## src/hw/rtl/sfs_pkg.sv

```systemverilog
// ----------------------------------------------------------------------------
// sfs_pkg
// Shared constants, register indexes and types of the sprite frame sequencer.
// ----------------------------------------------------------------------------
package sfs_pkg;

    localparam int ORDER_DEPTH = 256;
    localparam int ADDR_W      = $clog2(ORDER_DEPTH);

    // divider: 13-bit dividend, 7-bit divisor, one quotient bit per cycle
    localparam int DIV_N_W   = 13;
    localparam int DIV_D_W   = 7;
    localparam int DIV_CNT_W = $clog2(DIV_N_W + 1);

    localparam int FRAME_W = 12;
    localparam int POS_W   = 18;
    localparam int SIZE_W  = 13;
    localparam int LEN_W   = 13;

    localparam logic [25:0] POS_MAX  = 26'd262143;
    localparam logic [13:0] LEN_MAX  = 14'd4096;

    typedef enum logic [2:0] {
        CFG_SHEET_COLS    = 3'd0,
        CFG_SHEET_ROWS    = 3'd1,
        CFG_FRAME_PERIOD  = 3'd2,
        CFG_SHEET_WIDTH   = 3'd3,
        CFG_SHEET_HEIGHT  = 3'd4,
        CFG_USE_CUSTOM    = 3'd5,
        CFG_ORDER_LENGTH  = 3'd6
    } t_cfg_idx;

    localparam logic REQ_LOAD  = 1'b0;
    localparam logic REQ_FRAME = 1'b1;

    typedef struct packed {
        logic               done;
        logic [DIV_N_W-1:0] quot;
        logic [DIV_D_W-1:0] rem;
    } t_div_out;

endpackage

```

## src/hw/rtl/sfs_order_ram.sv

```systemverilog
// ----------------------------------------------------------------------------
// sfs_order_ram
// Draw-order table: one write port, one read port, registered read data.
// ----------------------------------------------------------------------------
module sfs_order_ram (
    input  logic                       i_clk,
    input  logic                       i_we,
    input  logic [sfs_pkg::ADDR_W-1:0]  i_waddr,
    input  logic [sfs_pkg::FRAME_W-1:0] i_wdata,
    input  logic [sfs_pkg::ADDR_W-1:0]  i_raddr,
    output logic [sfs_pkg::FRAME_W-1:0] o_rdata
);

    logic [sfs_pkg::FRAME_W-1:0] r_mem [sfs_pkg::ORDER_DEPTH];
    logic [sfs_pkg::FRAME_W-1:0] r_rdata;

    always_ff @(posedge i_clk) begin
        if (i_we) begin
            r_mem[i_waddr] <= i_wdata;
        end
        r_rdata <= r_mem[i_raddr];
    end

    assign o_rdata = r_rdata;

endmodule

```

## config.mk

```make
export PLATFORM = sky130hd
export DESIGN_NAME = sfs_order_ram
export DESIGN_NICKNAME = d
export VERILOG_FILES = /design/src/hw/rtl/sfs_pkg.sv /design/src/hw/rtl/sfs_order_ram.sv
export SDC_FILE = /design/constraint.sdc
export NUM_CORES = 2
export LEC_CHECK = 0
export BUFFER_PORTS_ARGS = -buffer_cell sky130_fd_sc_hd__buf_2
export CAP_MARGIN = 20
export CORE_MARGIN = 2
export CORE_UTILIZATION = 45
export DETAILED_ROUTE_END_ITERATION = 16
export GPL_TIMING_DRIVEN = 0
export PLACE_DENSITY = 0.59
export SLEW_MARGIN = 20
export SYNTH_ARGS = -nofsm -noshare
export SYNTH_HDL_FRONTEND = slang
export SYNTH_SLANG_ARGS = --single-unit
```

## constraint.sdc

```tcl
create_clock -name i_clk -period 6.05 [get_ports i_clk]
set_input_delay 1.21 -clock i_clk [delete_from_list [all_inputs] [get_ports i_clk]]
set_output_delay 1.21 -clock i_clk [all_outputs]
set_load 0.01 [all_outputs]
```

# Yosys cells after proc, flatten, opt, wreduce, memory -nomap -nowiden
# Memories as Yosys holds them, arrays and structs flattened. A register that Yosys moved wholly into a read port is not among the register bits.
# Cells that the tools add are included.
[totals]
register_bits = 0
mem_bits_rw = 3072
inputBits = 30
out_inout_bits = 12
mem_count = 1
[mem_list]
columns = ["memory", "depth", "word_bits", "rd", "rd_clocked_by_memory_dff", "wr", "line_no", "rtl"]
rows = [
  ["r_mem", 256, 12, 1, 1, 1, "sfs_order_ram.sv:14", "logic [sfs_pkg::FRAME_W-1:0] r_mem [sfs_pkg::ORDER_DEPTH];"],
]
[op_classes]
mux = 2
[ops]
columns = ["op", "count"]
rows = [
  ["$mux W1", 2],
]

# Depth between registers and ports, before layout
[depth]
depth_word = 2
depth_mapped = 11
depth_no_buf = 6

# Least setup slack after synthesis
# OpenSTA, ideal clock, no wires.
[synth_path]
path_type = "input to register"
from = "input i_waddr[3] (netlist bit)"
to = "memory r_mem[235][0] (netlist bit), enable pin"
arrival_time_ns = 2.821
required_time_ns = 5.670
path_slack_ns = 2.849
cell_stages = 6
cell_sequence = "clkbuf_1 > nor2b_1 > clkbuf_1 > nand4_1 > clkbuf_1 > nor2_1"
[synth_rtl]
columns = ["item", "line_no", "rtl"]
rows = [
  ["from (decl)", "sfs_order_ram.sv:8", "input logic [sfs_pkg::ADDR_W-1:0] i_waddr,"],
  ["to (decl)", "sfs_order_ram.sv:14", ""],
]
# Straight into the memory's write port.

==> results.sh <==
export IMPL_hpwlAfterDp_mm=286
export IMPL_portBuffers=32
export IMPL_worstPathRequired_ns=6.86
export IMPL_seq_area_um2=92500
export IMPL_cp_cell_sequence="buf_2 > clkbuf_1 > and2_1 > buf_2 > clkbuf_1 > a221oi_1 > o221ai_1 > nor4b_2"
export IMPL_preCtsSetupSlack_ns=-0.238
export IMPL_pwr_share_clk_pct=42.0
export IMPL_fin_worst_skew_ns=0.0484
export IMPL_cts_buffer_depth=4
export IMPL_slew_violations=0
export IMPL_tightest_slew_ns=1.33
export IMPL_htree_num_levels=5
export IMPL_fp_dieArea_um2=268000
export IMPL_max_cap_violations=0
export IMPL_synth_fp_nets=5536
export IMPL_hp_class="input pin to flop"
export IMPL_slew_headroom_pct=11.0
export IMPL_power_internal_mw=35.3
export IMPL_hold_violations=0
export IMPL_fin_ws_ns=0.419
export IMPL_clk_pin_slew_ns=0.06
export IMPL_r2r_cells=6
export IMPL_first_iter_violations=11900
export IMPL_grt_use_total_pct=31.5
export IMPL_synthArstFlopShare_pct=0
export IMPL_r2r_end="o_rdata[8]"
export IMPL_max_freq_ghz=0.178
export IMPL_grt_remaining_overflow=0
export IMPL_dieHeight_um=517
export IMPL_final_cells=9726
export IMPL_r2r_slack_ns=2.18
export IMPL_clock_sinks=3084
export IMPL_viasPerCell=6.70
export IMPL_grt_pass1_wl_mm=555
export IMPL_reg2reg_from="r_mem[115][8]"
export IMPL_vias=65200
export IMPL_antenna_left=0
export IMPL_slowest_stage="clkbuf_1"
export IMPL_cts_setup_buffers=0
export IMPL_drc_errors=0
export IMPL_fin_nets=6009
export IMPL_numCtsBuffers=323
export IMPL_multi_input_area_um2=24800
export IMPL_cts_tree="yes"
export IMPL_clk_latency_ns=0.98
export IMPL_p_comb_share_pct=6.4
export IMPL_worst_path_largest_cell_delay_ns=0.97
export IMPL_drt_wl_total_mm=423
export IMPL_cts_hold_fix_buffers=0
export IMPL_final_common_cell="edfxtp_1"
export IMPL_period_needed_ns=5.63
export IMPL_row_count=188
export IMPL_grt_pass1_vias=61000
export IMPL_first_pass_iters=6
export IMPL_avgSynthCellArea_um2=21.5
export IMPL_n_fill_cell=20300
export IMPL_vdd_ir_drop_max_v=0.000368
export IMPL_cts_repair_resized=0
export IMPL_critical_path_top_delay_family="buffers and inverters"
export IMPL_layout_common_cells="edfxtp_1 (3072), mux4_2 (636), clkbuf_16 (330), nor2_2 (245), mux2i_1 (223)"
export IMPL_post_place_cells=9164
export IMPL_p_seq_share_pct=51.6
export IMPL_area_growth_pct=14.6
export IMPL_swShare_pct=22.6
export IMPL_rsz0062_at_grt="false"
export IMPL_end_kind="flop"
export IMPL_p_sw_mw=10.3
export IMPL_drive_above_1_share_pct=28.1
export IMPL_crit_path_start_kind="input pin"
export IMPL_period_share_pct=93.1
export IMPL_avgRoutedWirePerCell_um=43.5
export IMPL_cp_max_fo=10
export IMPL_path_buf_inv=4
export IMPL_ys_ff_latch=3084
export IMPL_fin_util_pct=51.9
export IMPL_path_class="input pin to flop"
export IMPL_synthCells=5506
export IMPL_crit_end="o_rdata[4]"
export IMPL_cellPowerDensity_nw_per_um2=336
export IMPL_grt_max_degree=133
export IMPL_ys_seq_area_share_pct=78.0
export IMPL_p_leak_nw=42.0
export IMPL_clockRootBuffer="clkbuf_16"
export IMPL_start_util_pct=45.2
export IMPL_die_w_um=517
export IMPL_finalSetupViolCount=0
export IMPL_worstPathArrival_ns=6.44
export IMPL_num_io_pins=42
export IMPL_core_um2=262000
export IMPL_synth_area_um2=119000
export IMPL_gp_congestion=0.978
export IMPL_antenna_found_initial=33
export IMPL_cp_depth=8
export IMPL_startpoint="i_raddr[3]"
export IMPL_synth_cell_types=61
export IMPL_fin_total_pwr_mw=45.7
export IMPL_synth_edff_count=3072
export IMPL_yosys_warnings=0
export IMPL_synthFlopType="edfxtp_1"
export IMPL_status="finished, final reports clean"
[final cells by class]
cell class | instances | share of cell area [%]
inverter | 3 | 0.00828
sequential | 3084 | 68.0
buffer | 338 | 1.63
tap | 3515 | 3.23
clock buffer | 407 | 6.30
multi-input combinational | 2081 | 18.3
timing repair buffer | 148 | 1.61
antenna | 11 | 0.0202
clock inverter | 139 | 0.949
[synth_stat cells (all sizes together), types with 33 or more instances]
cell	n	area share [%]
a21oi	121	0.51
mux4	636	12
a22oi	215	1.4
edfxtp	3072	78
nor2b	37	0.20
clkbuf	153	0.48
buf	185	1.3
mux2i	223	1.9
nor2	302	0.96
nor4	37	0.21
o22ai	88	0.46
nand2	45	0.14
o221ai	55	0.42
nor3	33	0.14
mux2	35	0.33
o21ai	35	0.15
[power groups by stage]
stage	logic, mW	registers [mW]	clock network, mW
final	2.91	23.6	19.2
after global routing	2.89	23.6	20.0
after CTS	2.80	23.6	19.2
after detailed placement	2.79	24.0	0
after global placement	2.64	24.1	0
after floorplan	1.13	24.0	0
[kinds of logic after synthesis]
group,synth area share (%)
and+or+nand+nor,2.17
buffers and inverters,1.83
DFF,78.0
AOI/OAI and AO/OA,3.75
muxes,14.3
[how the worst min path moves through the flow]
| stage | slack [ns] | depth (start not counted) | endpoint | from |
|---|---|---|---|---|
| 6_report | 0.56 | 1 | r_mem[108][10] | i_wdata[10] |
| 5_1_grt | 0.55 | 1 | r_mem[111][10] | i_wdata[10] |
| 4_1_cts | 0.52 | 1 | r_mem[108][10] | i_wdata[10] |
| 3_5_place_dp | 1.21 | 6 | o_rdata[7] | r_mem[128][7] |
| 3_3_place_gp | 1.20 | 6 | o_rdata[7] | r_mem[128][7] |
| 2_1_floorplan | 0.76 | 6 | o_rdata[7] | r_mem[227][7] |
[flip-flops by register name, indices dropped and copies added, names as in the netlist]
register / flops
r_mem: 3072
o_rdata: 12
[stage by stage]
stage,TNS (ns),hold WS (ns),cell area [µm²]
2_1_floorplan,0,0.755,119000
3_3_place_gp,-15.24,1.20,123000
3_5_place_dp,-1.01,1.21,126000
4_1_cts,0,0.516,136000
5_1_grt,0,0.552,136000
6_report,0,0.560,136000
[metal layers]
metal / global-route usage [%] / wire length (µm)
met1: 42.2 / 154000
met3: 11.1 / 59000
met2: 45.3 / 184000
met4: 17.2 / 26700
met5: 0 / 76
No activity file was read; power rests on OpenSTA's default activity.
