**config.mk**
```make
export PLATFORM = sky130hd
export DESIGN_NAME = sfs_div
export DESIGN_NICKNAME = d
export VERILOG_FILES = /design/src/hw/rtl/sfs_pkg.sv /design/src/hw/rtl/sfs_div.sv
export SDC_FILE = /design/constraint.sdc
export NUM_CORES = 1
export LEC_CHECK = 0
export BUFFER_PORTS_ARGS = -buffer_cell sky130_fd_sc_hd__buf_2
export CAP_MARGIN = 20
export CORE_MARGIN = 2
export CORE_UTILIZATION = 56
export DETAILED_ROUTE_END_ITERATION = 7
export PLACE_DENSITY = 0.81
export SYNTH_ARGS = -nofsm -noshare
export SYNTH_HDL_FRONTEND = slang
export SYNTH_SLANG_ARGS = --single-unit
```
**constraint.sdc**
```tcl
create_clock -name i_clk -period 5.3 [get_ports i_clk]
set_input_delay 1.06 -clock i_clk [delete_from_list [all_inputs] [get_ports i_clk]]
set_output_delay 1.06 -clock i_clk [all_outputs]
set_load 0.01 [all_outputs]
```
**src/hw/rtl/sfs_pkg.sv**
```systemverilog
// ----------------------------------------------------------------------------
// sfs_pkg
// Shared constants, register indexes and types of the sprite frame sequencer.
// ----------------------------------------------------------------------------
package sfs_pkg;

    localparam int ORDER_DEPTH = 256;
    localparam int ADDR_W      = $clog2(ORDER_DEPTH);

    // divider: 13-bit dividend, 7-bit divisor, one quotient bit per cycle
    localparam int DIV_N_W   = 13;
    localparam int DIV_D_W   = 7;
    localparam int DIV_CNT_W = $clog2(DIV_N_W + 1);

    localparam int FRAME_W = 12;
    localparam int POS_W   = 18;
    localparam int SIZE_W  = 13;
    localparam int LEN_W   = 13;

    localparam logic [25:0] POS_MAX  = 26'd262143;
    localparam logic [13:0] LEN_MAX  = 14'd4096;

    typedef enum logic [2:0] {
        CFG_SHEET_COLS    = 3'd0,
        CFG_SHEET_ROWS    = 3'd1,
        CFG_FRAME_PERIOD  = 3'd2,
        CFG_SHEET_WIDTH   = 3'd3,
        CFG_SHEET_HEIGHT  = 3'd4,
        CFG_USE_CUSTOM    = 3'd5,
        CFG_ORDER_LENGTH  = 3'd6
    } t_cfg_idx;

    localparam logic REQ_LOAD  = 1'b0;
    localparam logic REQ_FRAME = 1'b1;

    typedef struct packed {
        logic               done;
        logic [DIV_N_W-1:0] quot;
        logic [DIV_D_W-1:0] rem;
    } t_div_out;

endpackage

```
**src/hw/rtl/sfs_div.sv**
```systemverilog
// ----------------------------------------------------------------------------
// sfs_div
// Restoring unsigned divider, one quotient bit per cycle. Divisor nonzero.
// ----------------------------------------------------------------------------
module sfs_div (
    input  logic                       i_clk,
    input  logic                       i_rst_n,
    input  logic                       i_start,
    input  logic [sfs_pkg::DIV_N_W-1:0] i_dividend,
    input  logic [sfs_pkg::DIV_D_W-1:0] i_divisor,
    output sfs_pkg::t_div_out          o_res
);

    logic [sfs_pkg::DIV_CNT_W-1:0] r_cnt, n_cnt;
    logic                          r_done, n_done;
    logic [sfs_pkg::DIV_N_W-1:0]   r_quo, n_quo;
    logic [sfs_pkg::DIV_D_W-1:0]   r_rem, n_rem;
    logic [sfs_pkg::DIV_D_W-1:0]   r_dvs, n_dvs;
    logic [sfs_pkg::DIV_D_W:0]     trial;
    logic [sfs_pkg::DIV_D_W:0]     diff;
    logic                          fits;

    always_comb begin
        trial  = {r_rem, r_quo[sfs_pkg::DIV_N_W-1]};
        diff   = trial - {1'b0, r_dvs};
        fits   = (trial >= {1'b0, r_dvs});
        n_cnt  = r_cnt;
        n_done = 1'b0;
        n_quo  = r_quo;
        n_rem  = r_rem;
        n_dvs  = r_dvs;
        if (i_start) begin
            n_cnt = sfs_pkg::DIV_CNT_W'(sfs_pkg::DIV_N_W);
            n_quo = i_dividend;
            n_rem = '0;
            n_dvs = i_divisor;
        end else if (r_cnt != '0) begin
            n_cnt  = r_cnt - 1'b1;
            n_done = (r_cnt == sfs_pkg::DIV_CNT_W'(1));
            // remainder stays below the divisor, so it fits DIV_D_W bits
            n_rem  = fits ? diff[sfs_pkg::DIV_D_W-1:0] : trial[sfs_pkg::DIV_D_W-1:0];
            n_quo  = {r_quo[sfs_pkg::DIV_N_W-2:0], fits};
        end
    end

    always_ff @(posedge i_clk) begin
        if (!i_rst_n) begin
            r_cnt  <= '0;
            r_done <= 1'b0;
        end else begin
            r_cnt  <= n_cnt;
            r_done <= n_done;
        end
        r_quo <= n_quo;
        r_rem <= n_rem;
        r_dvs <= n_dvs;
    end

    assign o_res.done = r_done;
    assign o_res.quot = r_quo;
    assign o_res.rem  = r_rem;

endmodule

```
; ---- Word-level counts from Yosys, hierarchy flattened
; Index checks and enable logic that the tools add are counted.
[classes]
n_lt_le_gt_ge = 1
n_eq_ne = 1
n_mux = 5
addsub = 2
bitwise_logic = 2
n_reduce_logical = 4
[op_table]
columns = op, count
row1 = $mux 13, 2
row2 = $ge 8x7->1, 1
row3 = $mux 4, 2
row4 = $mux 7, 1
row5 = $sub 7x7->7, 1
row6 = $eq 4x1->1 const B, 1
row7 = $reduce_bool 4->1, 1
row8 = $sub 4x1->4 const B, 1
row9 = $reduce_or 3->1, 1
row10 = $not 1->1, 2
row11 = $reduce_bool 2->1, 1
row12 = $reduce_or 2->1, 1
[word_totals]
inputBits = 23
wordCells = 21
reg_bits = 32
out_inout_bits = 21

; ---- Logic depth before layout (Yosys ltp)
[depth]
word_depth = 3
depth_mapped = 8
mapped_depth_nobuf = 8

; ---- Worst setup path before layout
; OpenSTA, ideal clock, no wires.
[synth_timing]
path_kind = in2reg
start = in i_start
end = reg r_quo[0] (netlist name) (enable)
cell_stages = 3
path_slack_ns = 3.042
t_arrival_ns = 1.902
setup_ns = 0.356
t_required_ns = 4.944
n_path_buf = 1
path_cell_list = clkbuf_1 inv_1 nand2_1
[synth_between]
elab_chain_len = 1
[synth_rtl]
columns = item, line_no
row1 = "start, declared", sfs_div.sv:8  ; input logic i_start,
row2 = $reduce_bool 2->1 (no line), n/a
row3 = "end signal, assigned", sfs_div.sv:54  ; r_quo <= n_quo;
row4 = "end, declared", sfs_div.sv:16  ; logic [sfs_pkg::DIV_N_W-1:0] r_quo, n_quo;
; Every way passes these cells.
; A chain may end at the register's enable or synchronous reset.

; ---- Worst setup path after layout
[layout_timing]
start = reg r_quo[12] (netlist name)
end = reg r_rem[0] (netlist name)
[layout_between]
elab_chain_len = 2
word_cells_on_any_way = 3
cone_classes = 1 x add/sub / 1 x order compare / 1 x mux
[layout_rtl]
columns = item, line_no
row1 = $sub 7x7->7 / $ge 8x7->1 (equally long branches), "sfs_div.sv:25, sfs_div.sv:26"
row2 = $mux 7 *, sfs_div.sv:41  ; n_rem = fits ? diff[sfs_pkg::DIV_D_W-1:0] : trial[sfs_pkg::DIV_D_W-1:0];
row3 = "end signal, assigned", sfs_div.sv:55  ; r_rem <= n_rem;
row4 = "end, declared", sfs_div.sv:17  ; logic [sfs_pkg::DIV_D_W-1:0] r_rem, n_rem;
; Every way passes the cells marked *; elsewhere a longest branch is shown, timed or not.

==> summary.md <==
| Metric | Value |
|---|---|
| Nature of the critical path endpoint | `flip-flop` |
| Vias | `1,327` |
| Worst hold path class | `flip-flop to flip-flop` |
| Gr ovfl total | `0` |
| Type of the worst setup path | `flip-flop to flip-flop` |
| Met3 routed WL | `156 um` |
| Net Count, Synth | `188` |
| Number of antenna repair diodes | `0` |
| PortBufs | `43` |
| Post-DR wirelength/cell | `14.8 um` |
| Adder-Cell Fraction of Synth Area | `0.0772` |
| Period utilization | `0.445` |
| Largest net degree at the start of global routing | `29` |
| RePlAce Congestion | `0.911` |
| Post-route insts no fill | `233` |
| Worst slew margin | `0.640` |
| Critical path arrival | `2.58 ns` |
| Post-Syn Area | `1720 sq um` |
| Switching share of power | `0.386` |
| Critical Path RT | `5.53 ns` |
| DP Area | `1950 sq um` |
| Internal power | `555 uW` |
| Largest family of logic cells by synthesized area | `simple AND/OR/NAND/NOR gates` |
| Worst reg-to-reg setup slack | `2.94 ns` |
| # resized after CTS | `0` |
| Post-synth EDFFs | `20` |
| Maxcap violations | `0` |
| Clk_lat worst skew | `0.33 ns` |
| Initial antenna violation count | `0` |
| WL final | `3450 um` |
| Final min period | `2.36 ns` |
| Clock transition at path regs | `0.10 ns` |
| Die ar. | `3530 sq um` |
| DP Worst Slack | `2.68 ns` |
| Hold Vio Cnt, Final | `0` |
| Vias in the first global route | `1,220` |
| Final WS setup | `2.94 ns` |
| CORE AREA | `2980 sq um` |
| Sequential Power Share | `0.397` |
| YS warnings | `0` |
| Skew final | `0.0105 ns` |
| Hold Buf Count CTS | `0` |
| Initial core utilization | `0.577` |
| Syn Inst Count | `155` |
| Synthesized flop and latch total | `32` |
| # H-tree levels | `2` |
| CTS tree | `built` |
| Power density cells | `453 nW/um^2` |
| Synth Flop Type | `edfxtp_1` |
| Dpl hpwl | `2620 um` |
| # IOs | `44` |
| CTS Sinks | `32` |
| DR iter-0 viols | `90` |
| Comb pwr share | `0.461` |
| RSZ-0062 raised after global routing | `no` |
| Outcome | `finished, final reports clean` |
| Placed cells | `225` |
| Netlist cell types | `41` |
| Final Max Slew Viols | `0` |
| Xor-xnor portion of the synthesized cell area | `0.0204` |
| Share of layout cells above drive strength 1 | `0.340` |
| Worst-Margin Slew | `0.539 ns` |
| Seq/Total Area, Yosys | `0.489` |
| Max VDD drop | `0.281 mV` |
| # setup viols final | `0` |
| Max Root-Sink Buffers | `2` |
| First-pass GRT wire length | `5530 um` |
| Root buffer cell | `clkbuf_4` |
| Asr flop ratio synth | `0` |
| DR vias/cell | `5.70` |
| Synth Area in Compound Gates | `0.115` |
| Clock Power Share | `0.142` |
| Die Wd | `59.4 um` |
| Mean Syn Cell Area | `11.1 sq um` |
| Drt pass-1 iters | `4` |
| Top layer in use | `met4` |
| Critical path fanouts, max | `10` |
| Antenna viol nets, final | `0` |
| CP startpoint kind | `flip-flop` |
| Setup TNS | `0 ns` |
| Leak | `0.000865 uW` |
| Sw power | `350 uW` |
| Area share of and/or/nand/nor cells after synthesis | `0.149` |
| FMAX | `0.424 GHz` |
| Final net count | `232` |
| Die Y | `59.4 um` |
| Drt drc | `0` |
| Wl on met1 | `1510 um` |
| Final Cell Area | `2000 sq um` |
| Metal2 WL | `1730 um` |
| Setup Fix Bufs, Post-CTS | `0` |
| Mux contribution to synthesized area | `0.102` |
| Rows | `20` |
| Final Util | `0.671` |
| Cts bufs inserted | `5` |
| Syn-to-layout area delta | `16.2%` |
| GRT Total Usage | `0.210` |
==> final cells by class <==
class	count	area, sq um
sequential	32	841
clock inverter	1	5.00
clock buffer	7	45.0
tap	33	41.3
timing repair buffer	43	215
multi-input combinational	103	797
inverter	14	52.6
fill	232	981
==> metal layers <==
layer	GRT usage	vias up
li1	-	659
met1	0.271	623
met2	0.339	39
met3	0.0437	6
met4	0.0942	0
met5	0	-
==> worst max-delay path: stages (launching register included) <==
cell	delay (ns)
edfxtp_1	0.38
inv_1	0.05
ha_1	0.22
fa_1	0.40
nand2b_1	0.22
a211oi_2	0.33
nor3_4	0.14
or4_1	0.41
o311ai_0	0.10
==> registers in the layout, summed over array words and instances (netlist names) <==
register	cells
r_cnt	4
r_rem	7
r_done	1
r_quo	13
r_dvs	7
==> Yosys cell counts, drive strengths merged (2+ instances only) <==
cell type	n	area share
mux2i	4	0.023
a31o	2	0.010
clkbuf	5	0.012
ha	9	0.066
edfxtp	20	0.35
mux2	12	0.079
nor2b	2	0.0073
nor3	4	0.018
o21ai	3	0.0087
nand3	2	0.0058
a211oi	8	0.041
and2	2	0.0073
a21oi	10	0.029
dfxtp	12	0.14
xnor2	2	0.010
nand2b	5	0.018
nor2	12	0.029
inv	14	0.031
nand2	6	0.015
xor2	2	0.010
nand3b	2	0.0087
a31oi	3	0.011
nor4	2	0.0073
==> cell families (layout without fill, tap and decap cells) <==
group,Yosys count,in the layout
AO/OA/AOI/OAI,29,29
XOR/XNOR,4,4
adder cells (fa/ha/maj),10,10
buffers and inverters,20,65
flip-flops,32,32
multiplexers,16,16
AND/OR/NAND/NOR,44,44
==> per-stage QoR <==
step | hold WS [ns] | power (uW)
floorplan | 0.449 | 658
global placement | 0.481 | 756
detailed placement | 0.483 | 775
CTS | 0.503 | 905
global route | 0.541 | 963
finish | 0.503 | 905
==> final timing paths <==
path,from,to,cells past startpoint
max,r_quo[12],r_rem[0],8
min,r_cnt[1],r_cnt[1],2
max reg2reg,r_quo[12],r_rem[0],8
min reg2reg,r_cnt[1],r_cnt[1],2
==> power groups by stage <==
stage	combinational, uW	sequential [uW]	clock, uW
after floorplan	281	377	0
after global placement	394	362	0
after detailed placement	411	363	0
after CTS	414	359	132
after global routing	455	366	143
final	418	359	129
==> placed cells by master, fill, tap and decap left out, drive strengths merged, types with 5 or more instances in the layout <==
cell and count:
a211oi 8, a21oi 10, buf 43, clkbuf 7
dfxtp 12, edfxtp 20, ha 9, inv 14
mux2 12, nand2 6, nand2b 5, nor2 12
No activity file was read; power rests on OpenSTA's default activity.
